[src/fau_pkg.sv]
// Shared constants, opcodes and sequencer state type for the fraction arithmetic unit.
package fau_pkg;

   // Default operand width, fixed result widths and opcode width
   localparam int OPERAND_WIDTH_DEF = 16;
   localparam int RES_W             = 33;
   localparam int WIDE_W            = 64;
   localparam int OP_W              = 3;

   // Opcodes
   localparam logic [OP_W-1:0] OP_ADD = 3'd0;
   localparam logic [OP_W-1:0] OP_SUB = 3'd1;
   localparam logic [OP_W-1:0] OP_MUL = 3'd2;
   localparam logic [OP_W-1:0] OP_DIV = 3'd3;
   localparam logic [OP_W-1:0] OP_RED = 3'd4;
   localparam logic [OP_W-1:0] OP_CMP = 3'd5;

   // Sequencer states
   typedef enum logic [2:0] {
      ST_IDLE,
      ST_MUL,
      ST_GCD,
      ST_DIV,
      ST_FIN
   } state_type;

endpackage

[src/fraction_arithmetic_unit.sv]
// Top level of the fraction arithmetic unit: sequencer, shared multiplier and subtractor.
//
// Usage: a request (opcode plus fractions a = a_num/a_den and b = b_num/b_den) is taken
// on a rising edge with start high and busy low. busy stays high while the request is
// worked on; start is ignored meanwhile. The result (numerator, denominator, greater,
// fault) appears on the rsp_ ports for exactly one cycle, marked by rsp_valid, and the
// receiver cannot hold it off. busy is already low in that cycle.
// Steps from the accepting edge to rsp_valid:
//   add, subtract, multiply, divide, compare: three products through the one signed
//   multiplier, then a finish state that combines them.
//   reduce: binary-GCD steps through the shared subtractor, then two W-step restoring
//   divisions (W = OPERAND_WIDTH) on the same subtractor, then the finish state.
//   zero-numerator or zero-denominator reduce, unused opcodes: the finish state only.
// One request is in flight at a time: a new one is taken only once busy is low again.
// Reset (synchronous, active high) returns the sequencer to idle and drops rsp_valid.
module fraction_arithmetic_unit #(
   parameter int OPERAND_WIDTH = fau_pkg::OPERAND_WIDTH_DEF
) (
   input  logic                                 clock,
   input  logic                                 reset,
   input  logic                                 start,
   output logic                                 busy,
   input  logic [fau_pkg::OP_W-1:0]             req_op,
   input  logic signed [OPERAND_WIDTH-1:0]      req_a_num,
   input  logic signed [OPERAND_WIDTH-1:0]      req_a_den,
   input  logic signed [OPERAND_WIDTH-1:0]      req_b_num,
   input  logic signed [OPERAND_WIDTH-1:0]      req_b_den,
   output logic                                 rsp_valid,
   output logic signed [fau_pkg::RES_W-1:0]     rsp_res_num,
   output logic signed [fau_pkg::RES_W-1:0]     rsp_res_den,
   output logic                                 rsp_greater,
   output logic                                 rsp_fault
);

   localparam int W  = OPERAND_WIDTH;
   localparam int KW = $clog2(OPERAND_WIDTH);
   localparam int PW = 2 * OPERAND_WIDTH;

   // State and registers
   fau_pkg::state_type state_ff, state_in;

   logic [fau_pkg::OP_W-1:0]          op_ff, op_in;
   logic signed [W-1:0]               an_ff, an_in, ad_ff, ad_in;
   logic signed [W-1:0]               bn_ff, bn_in, bd_ff, bd_in;
   logic [KW-1:0]                     cnt_ff, cnt_in;
   logic signed [PW-1:0]              prod1_ff, prod1_in, prod2_ff, prod2_in;
   logic [fau_pkg::RES_W-1:0]         den_ff, den_in;
   logic [W-1:0]                      x_ff, x_in, y_ff, y_in;
   logic [KW-1:0]                     k_ff, k_in;
   logic [W-1:0]                      dq_ff, dq_in;
   logic [W-2:0]                      rem_ff, rem_in;
   logic                              pass_ff, pass_in;
   logic [W-1:0]                      qn_ff, qn_in, qd_ff, qd_in;

   logic                              valid_ff, valid_in;
   logic signed [fau_pkg::RES_W-1:0]  res_num_ff, res_num_in, res_den_ff, res_den_in;
   logic                              greater_ff, greater_in, fault_ff, fault_in;

   // Shared multiplier
   logic signed [W-1:0]               mul_x, mul_y;
   logic signed [PW-1:0]              mul_p;
   logic signed [fau_pkg::WIDE_W-1:0] mul_wide, p1_wide, p2_wide;

   // Shared subtractor
   logic [W-1:0]                      sub_a, sub_b;
   logic [W:0]                        sub_d, neg_d;
   logic [W-1:0]                      rem_shift;

   // Helpers
   logic [W-1:0]                      mag_an_req, mag_ad_req, mag_an, mag_ad;
   logic                              req_take, red_special, div_last, gcd_done;
   logic [W-1:0]                      q_next;
   logic [fau_pkg::RES_W-1:0]         qn_ext, qd_ext;

   assign req_take = start && (state_ff == fau_pkg::ST_IDLE);
   assign busy     = (state_ff != fau_pkg::ST_IDLE);

   // Magnitudes of the numerator and denominator of a
   assign mag_an_req = req_a_num[W-1] ? W'(-req_a_num) : W'(req_a_num);
   assign mag_ad_req = req_a_den[W-1] ? W'(-req_a_den) : W'(req_a_den);
   assign mag_an     = an_ff[W-1] ? W'(-an_ff) : W'(an_ff);
   assign mag_ad     = ad_ff[W-1] ? W'(-ad_ff) : W'(ad_ff);

   assign red_special = (an_ff == '0) || (ad_ff == '0);

   // Multiplier operand select: slot 0 and 1 give the numerator terms or the compared products, slot 2 the denominator
   always_comb begin
      mul_x = an_ff;
      mul_y = bd_ff;
      if (cnt_ff == KW'(0)) begin
         mul_x = an_ff;
         mul_y = (op_ff == fau_pkg::OP_MUL) ? bn_ff : bd_ff;
      end else if (cnt_ff == KW'(1)) begin
         mul_x = bn_ff;
         mul_y = ad_ff;
      end else begin
         mul_x = ad_ff;
         mul_y = (op_ff == fau_pkg::OP_DIV) ? bn_ff : bd_ff;
      end
   end

   assign mul_p    = mul_x * mul_y;
   assign mul_wide = fau_pkg::WIDE_W'(mul_p);
   assign p1_wide  = fau_pkg::WIDE_W'(prod1_ff);
   assign p2_wide  = fau_pkg::WIDE_W'(prod2_ff);

   // Subtractor: GCD compares x and y, division trial-subtracts the divisor in x
   assign rem_shift = {rem_ff, dq_ff[W-1]};
   assign sub_a     = (state_ff == fau_pkg::ST_DIV) ? rem_shift : x_ff;
   assign sub_b     = (state_ff == fau_pkg::ST_DIV) ? x_ff : y_ff;
   assign sub_d     = {1'b0, sub_a} - {1'b0, sub_b};
   assign neg_d     = -sub_d;

   assign q_next   = {dq_ff[W-2:0], ~sub_d[W]};
   assign div_last = (cnt_ff == KW'(W - 1));
   assign gcd_done = (x_ff == y_ff);

   assign qn_ext = fau_pkg::RES_W'(qn_ff);
   assign qd_ext = fau_pkg::RES_W'(qd_ff);

   // Next state
   always_comb begin
      state_in = state_ff;
      case (state_ff)
         fau_pkg::ST_IDLE: begin
            if (start) begin
               if (req_op inside {fau_pkg::OP_ADD, fau_pkg::OP_SUB, fau_pkg::OP_MUL,
                                  fau_pkg::OP_DIV, fau_pkg::OP_CMP}) begin
                  state_in = fau_pkg::ST_MUL;
               end else if ((req_op == fau_pkg::OP_RED) && (req_a_num != '0) &&
                            (req_a_den != '0)) begin
                  state_in = fau_pkg::ST_GCD;
               end else begin
                  state_in = fau_pkg::ST_FIN;
               end
            end
         end
         fau_pkg::ST_MUL: begin
            if (cnt_ff == KW'(2)) state_in = fau_pkg::ST_FIN;
         end
         fau_pkg::ST_GCD: begin
            if (gcd_done) state_in = fau_pkg::ST_DIV;
         end
         fau_pkg::ST_DIV: begin
            if (div_last && pass_ff) state_in = fau_pkg::ST_FIN;
         end
         fau_pkg::ST_FIN: state_in = fau_pkg::ST_IDLE;
         default:         state_in = fau_pkg::ST_IDLE;
      endcase
   end

   // Datapath and result outputs
   always_comb begin
      op_in      = op_ff;
      an_in      = an_ff;
      ad_in      = ad_ff;
      bn_in      = bn_ff;
      bd_in      = bd_ff;
      cnt_in     = cnt_ff;
      prod1_in   = prod1_ff;
      prod2_in   = prod2_ff;
      den_in     = den_ff;
      x_in       = x_ff;
      y_in       = y_ff;
      k_in       = k_ff;
      dq_in      = dq_ff;
      rem_in     = rem_ff;
      pass_in    = pass_ff;
      qn_in      = qn_ff;
      qd_in      = qd_ff;
      valid_in   = 1'b0;
      res_num_in = res_num_ff;
      res_den_in = res_den_ff;
      greater_in = greater_ff;
      fault_in   = fault_ff;

      case (state_ff)
         fau_pkg::ST_IDLE: begin
            if (req_take) begin
               op_in  = req_op;
               an_in  = req_a_num;
               ad_in  = req_a_den;
               bn_in  = req_b_num;
               bd_in  = req_b_den;
               cnt_in = '0;
               x_in   = mag_an_req;
               y_in   = mag_ad_req;
               k_in   = '0;
            end
         end

         // three products, one per cycle
         fau_pkg::ST_MUL: begin
            cnt_in = cnt_ff + KW'(1);
            if (cnt_ff == KW'(0)) begin
               prod1_in = mul_p;
            end else if (cnt_ff == KW'(1)) begin
               prod2_in = mul_p;
            end else begin
               den_in = mul_wide[fau_pkg::RES_W-1:0];
            end
         end

         // binary GCD, one step per cycle
         fau_pkg::ST_GCD: begin
            if (gcd_done) begin
               x_in    = x_ff << k_ff;
               dq_in   = mag_an;
               rem_in  = '0;
               cnt_in  = '0;
               pass_in = 1'b0;
            end else if (!x_ff[0] && !y_ff[0]) begin
               x_in = x_ff >> 1;
               y_in = y_ff >> 1;
               k_in = k_ff + KW'(1);
            end else if (!x_ff[0]) begin
               x_in = x_ff >> 1;
            end else if (!y_ff[0]) begin
               y_in = y_ff >> 1;
            end else if (!sub_d[W]) begin
               x_in = sub_d[W:1];
            end else begin
               y_in = neg_d[W:1];
            end
         end

         // restoring division by the GCD, numerator first then denominator
         fau_pkg::ST_DIV: begin
            dq_in  = q_next;
            cnt_in = cnt_ff + KW'(1);
            if (!sub_d[W]) rem_in = sub_d[W-2:0];
            else           rem_in = rem_shift[W-2:0];
            if (div_last) begin
               if (!pass_ff) begin
                  qn_in   = q_next;
                  dq_in   = mag_ad;
                  rem_in  = '0;
                  cnt_in  = '0;
                  pass_in = 1'b1;
               end else begin
                  qd_in = q_next;
               end
            end
         end

         // assemble the result
         fau_pkg::ST_FIN: begin
            valid_in   = 1'b1;
            res_num_in = '0;
            res_den_in = fau_pkg::RES_W'(1);
            greater_in = 1'b0;
            fault_in   = 1'b0;
            case (op_ff)
               fau_pkg::OP_ADD: begin
                  res_num_in = p1_wide[fau_pkg::RES_W-1:0] + p2_wide[fau_pkg::RES_W-1:0];
                  res_den_in = den_ff;
                  fault_in   = (ad_ff == '0) || (bd_ff == '0);
               end
               fau_pkg::OP_SUB: begin
                  res_num_in = p1_wide[fau_pkg::RES_W-1:0] - p2_wide[fau_pkg::RES_W-1:0];
                  res_den_in = den_ff;
                  fault_in   = (ad_ff == '0) || (bd_ff == '0);
               end
               fau_pkg::OP_MUL, fau_pkg::OP_DIV: begin
                  res_num_in = p1_wide[fau_pkg::RES_W-1:0];
                  res_den_in = den_ff;
                  fault_in   = (ad_ff == '0) || (bd_ff == '0) ||
                               ((op_ff == fau_pkg::OP_DIV) && (bn_ff == '0));
               end
               fau_pkg::OP_CMP: begin
                  greater_in = (prod1_ff > prod2_ff);
                  fault_in   = (ad_ff == '0) || (bd_ff == '0);
               end
               fau_pkg::OP_RED: begin
                  fault_in = (ad_ff == '0);
                  if (an_ff == '0) begin
                     res_num_in = '0;
                     res_den_in = fau_pkg::RES_W'(1);
                  end else if (red_special) begin
                     res_num_in = fau_pkg::RES_W'(an_ff);
                     res_den_in = '0;
                  end else begin
                     res_num_in = an_ff[W-1] ? -qn_ext : qn_ext;
                     res_den_in = ad_ff[W-1] ? -qd_ext : qd_ext;
                  end
               end
               default: begin
                  res_num_in = '0;
               end
            endcase
         end

         default: begin
            valid_in = 1'b0;
         end
      endcase
   end

   // Control registers
   always_ff @(posedge clock) begin
      if (reset) begin
         state_ff <= fau_pkg::ST_IDLE;
         valid_ff <= 1'b0;
      end else begin
         state_ff <= state_in;
         valid_ff <= valid_in;
      end
   end

   // Payload registers
   always_ff @(posedge clock) begin
      op_ff      <= op_in;
      an_ff      <= an_in;
      ad_ff      <= ad_in;
      bn_ff      <= bn_in;
      bd_ff      <= bd_in;
      cnt_ff     <= cnt_in;
      prod1_ff   <= prod1_in;
      prod2_ff   <= prod2_in;
      den_ff     <= den_in;
      x_ff       <= x_in;
      y_ff       <= y_in;
      k_ff       <= k_in;
      dq_ff      <= dq_in;
      rem_ff     <= rem_in;
      pass_ff    <= pass_in;
      qn_ff      <= qn_in;
      qd_ff      <= qd_in;
      res_num_ff <= res_num_in;
      res_den_ff <= res_den_in;
      greater_ff <= greater_in;
      fault_ff   <= fault_in;
   end

   assign rsp_valid   = valid_ff;
   assign rsp_res_num = res_num_ff;
   assign rsp_res_den = res_den_ff;
   assign rsp_greater = greater_ff;
   assign rsp_fault   = fault_ff;

   // Assertions
   a_valid_after_fin: assert property (@(posedge clock) disable iff (reset)
      rsp_valid |-> $past(state_ff == fau_pkg::ST_FIN))
      else $error("result strobe without a finish cycle");

   a_take_sets_busy: assert property (@(posedge clock) disable iff (reset)
      (start && !busy) |=> busy)
      else $error("accepted request did not raise busy");

   a_valid_not_busy: assert property (@(posedge clock) disable iff (reset)
      rsp_valid |-> !busy)
      else $error("result strobe while still busy");

   a_divisor_nonzero: assert property (@(posedge clock) disable iff (reset)
      (state_ff == fau_pkg::ST_DIV) |-> (x_ff != '0))
      else $error("division by a zero GCD");

endmodule

[config.mk]
export PLATFORM = sky130hd
export DESIGN_NAME = fraction_arithmetic_unit
export DESIGN_NICKNAME = d
export VERILOG_FILES = /design/src/fau_pkg.sv /design/src/fraction_arithmetic_unit.sv
export SDC_FILE = /design/constraint.sdc
export NUM_CORES = 2
export LEC_CHECK = 0
export ABC_AREA = 1
export BUFFER_PORTS_ARGS = -buffer_cell sky130_fd_sc_hd__buf_4
export CAP_MARGIN = 10
export CELL_PAD_IN_SITES_DETAIL_PLACEMENT = 1
export CELL_PAD_IN_SITES_GLOBAL_PLACEMENT = 2
export CORE_AREA = 2 2 308 310
export DETAILED_ROUTE_END_ITERATION = 10
export DIE_AREA = 0 0 310 312
export PLACE_DENSITY = 0.79
export SYNTH_ARGS = -nofsm -noshare
export SYNTH_HDL_FRONTEND = slang
export SYNTH_SLANG_ARGS = --single-unit
[constraint.sdc]
create_clock -name clock -period 8.4 [get_ports clock]
set_input_delay 0.42 -clock clock [delete_from_list [all_inputs] [get_ports clock]]
set_output_delay 0.42 -clock clock [all_outputs]
set_load 0.01 [all_outputs]
==> flow_metrics.py <==
metrics = {
    "setup_path": {
        "cp_slowest_cell": "fa_1",
        "critPathMaxStageDelay_ps": 640,
        "crit_path_frequent_cell": "inv_1",
        "rrSetupSlack_ps": 390,
        "cp_max_fo": 20,
        "critPathArrivalTime_ps": 8360,
        "worstSetupStartpointType": "register",
        "required_ps": 8740,
        "path_class": "register to register",
        "end_kind": "register",
    },
    "floorplanning": {
        "die_area_um2": 96720,
        "initial_utilization_pct": 34.81,
        "fp-row-count": 112,
        "ioPinCount": 140,
        "die_x_um": 310,
        "die_y_um": 312,
        "placeableCoreArea_um2": 93050,
    },
    "grt": {
        "grt_start_max_net_pins": 80,
        "grt_pass1_wl_um": 177400,
        "grt_pass1_vias": 28480,
        "track_usage_pct": 24.24,
        "antenna_found_initial": 1,
        "overflow": 0,
    },
    "cells_and_area": {
        "syn2layout_area_growth_pct": 13.32,
        "diodes": 0,
        "multiInputGateArea_um2": 19080,
        "final_nets": 4557,
        "n_fill_cell": 11070,
        "seq_area_um2": 10140,
        "layout-drive-gt1-share_pct": 10.09,
    },
    "clock_network": {
        "cts_tree": "yes",
        "clockRootBuffer": "clkbuf_16",
        "ctsLongestPathBuffers": 3,
        "htree_num_levels": 2,
        "numCtsBuffers": 42,
        "cts.sink_count": 339,
        "clock_latency_ps": 610,
        "clk_pin_slew_worst_paths_ps": 60,
    },
    "job": {
        "max_cap_violations": 0,
    },
    "yosys": {
        "synth_top_area_share_pct": 31.06,
        "syn_area_um2": 32390,
        "mappedNetlistNets": 4395,
        "avgSynthCellArea_um2": 8.351,
        "ys_ff_latch": 339,
        "async_reset_ff_share_pct": 0,
        "synth_top_cells_by_area": "edfxtp_1 31%, fa_1 16%, nand2_1 8.1%",
        "yosys_most_used_dff": "edfxtp_1",
        "yosysUniqueCellTypes": 74,
        "synth-warning-count": 0,
        "synth_edf_count": 335,
        "yosys.area.top_type": "edfxtp_1",
        "syn-instance-count": 3879,
        "yosysSeqAreaShare_pct": 31.30,
    },
    "hold_path": {
        "hp-class": "input port to register",
    },
    "placement": {
        "io_buffer_count": 139,
        "place_hpwl_um": 95800,
        "gp_congestion": 0.9187,
    },
    "run_status": {
        "status": "complete, no violations",
    },
    "timing": {
        "clock.fmax_ghz": 0.1248,
        "finalSetupViolCount": 0,
        "fin_crit_sh_pct": 95.39,
        "clock_skew_ps": 21.30,
        "post-route-min-period_ps": 8013,
        "worst_pin_slew_ps": 1091,
        "final-hold-violation-count": 0,
        "finalSetupTns_ps": 0,
        "final_max_slew_viol_count": 0,
        "slew-limit-headroom_pct": 27.17,
    },
    "route": {
        "drc": 0,
        "dr_total_vias": 27580,
        "routed_wl_um": 117200,
        "wl_per_cell_um": 22.01,
        "routed_via_density": 5.178,
        "drt_iter0_drc": 1834,
        "ant_nets": 0,
        "first_pass_iters": 7,
    },
}
==> cell usage after synthesis, drive strengths merged (2+ instances only) <==
master and n:
and3 2, o221ai 14, o32ai 2, nand4 46, inv 711, o21ai 290
a221oi 18, fa 265, nor3 61, o211a 2, a31oi 16, o211ai 32
o21bai 12, a22o 3, nand3b 13, nand2 711, dfxtp 4, o21a 6
o2111ai 3, o31ai 5, xnor2 32, o22ai 22, xor2 59, buf 57
o41ai 2, ha 181, o311ai 7, a21oi 212, a21o 9, clkinv 4
nand3 181, edfxtp 335, or2 20, a22oi 3, nor4 15, clkbuf 54
a21boi 7, nor2 441, a211oi 17
==> flip-flops by register name (all words and copies together), names as in the netlist, 4 cells and up <==
register     count
qn_ff           16
y_ff            16
an_ff           16
cnt_ff           4
bn_ff           16
den_ff          32
rem_ff          15
rsp_res_num     33
ad_ff           16
prod1_ff        32
bd_ff           16
k_ff             4
prod2_ff        32
rsp_res_den     33
qd_ff           16
dq_ff           16
x_ff            16
==> path summary, 6_finish.rpt <==
check	from	end	depth (start not counted)
min	req_a_num[0]	an_ff[0]	1
max reg2reg	op_ff[2]	den_ff[29]	32
min reg2reg	dq_ff[2]	qd_ff[3]	0
max	op_ff[2]	den_ff[29]	32
==> critical path: cells and delay by family, from the launching register on <==
family	cells	cell delay, ps
XOR/XNOR	1	170
AO/OA/AOI/OAI	5	890
flip-flops	1	600
AND/OR/NAND/NOR	9	1690
adder cells (fa/ha/maj)	7	3430
buffers and inverters	10	960
==> through the flow <==
stage	instances	instance area [um^2]	setup WS (ps)	hold WS [ps]	utilization, %
after floorplan	3879	32390	1503	439.4	-
after global routing	5327	36710	-25.10	25.16	39.45
after detailed placement	5208	34860	87.13	486.7	37.46
final	5327	36710	386.9	39.82	39.45
after global placement	5208	34860	225.4	462.7	37.46
after CTS	5320	36620	71.61	6.930	39.36
==> cell type report <==
| class | count | area share [%] |
|---|---|---|
| multi-input cells | 2714 | 51.98 |
| flip-flops and latches | 339 | 27.62 |
| inverters | 715 | 7.339 |
| repair buffers | 229 | 4.963 |
| well taps | 1254 | 4.274 |
| clock buffers | 44 | 2.942 |
| clock inverters | 32 | 0.8794 |
==> what timing repair did <==
item / in CTS / in global routing
hold endpoints to repair: 37 / 0
hold buffers: 36 / 0
setup endpoints to repair: 0 / 32
resized for setup: 0 / 6
setup buffers: 0 / 7
==> kinds of logic (layout without fill, tap and decap cells) <==
kind of cell	after synthesis	count (layout)	share of synthesized area [%]
XOR/XNOR	91	91	2.565
adder cells (fa/ha/maj)	446	446	23.37
AND/OR/NAND/NOR	1493	1493	19.82
buffers and inverters	826	1020	9.969
flip-flops	339	339	31.30
AO/OA/AOI/OAI	684	684	12.98
==> metal layers <==
layer | up-vias | track usage (%) | routed length [um]
met3 | 141 | 3.960 | 6986
met4 | 0 | 6.094 | 2898
li1 | 12980 | - | -
met1 | 13680 | 34.94 | 55330
met5 | - | 0 | 0
met2 | 777 | 37.79 | 52010
==> cells in the final DEF, fill, tap and decap left out, types with 16 or more instances in the layout <==
| cell type | count |
|---|---|
| xor2_1 | 57 |
| nor2_1 | 406 |
| nand2_1 | 699 |
| nor2_2 | 21 |
| xnor2_1 | 31 |
| o21ai_0 | 263 |
| inv_1 | 670 |
| a31oi_1 | 16 |
| nand3_1 | 178 |
| a21oi_1 | 210 |
| fa_1 | 264 |
| buf_4 | 192 |
| o22ai_1 | 22 |
| dlygate4sd3_1 | 36 |
| edfxtp_1 | 335 |
| o21ai_1 | 24 |
| o211ai_1 | 25 |
| nand4_1 | 45 |
| a211oi_1 | 17 |
| clkbuf_16 | 43 |
| ha_1 | 181 |
| inv_2 | 37 |
| nor3_1 | 57 |
Power is not shown: default switching activity piles up to over one toggle a cycle in this logic, so the estimate is an artifact.
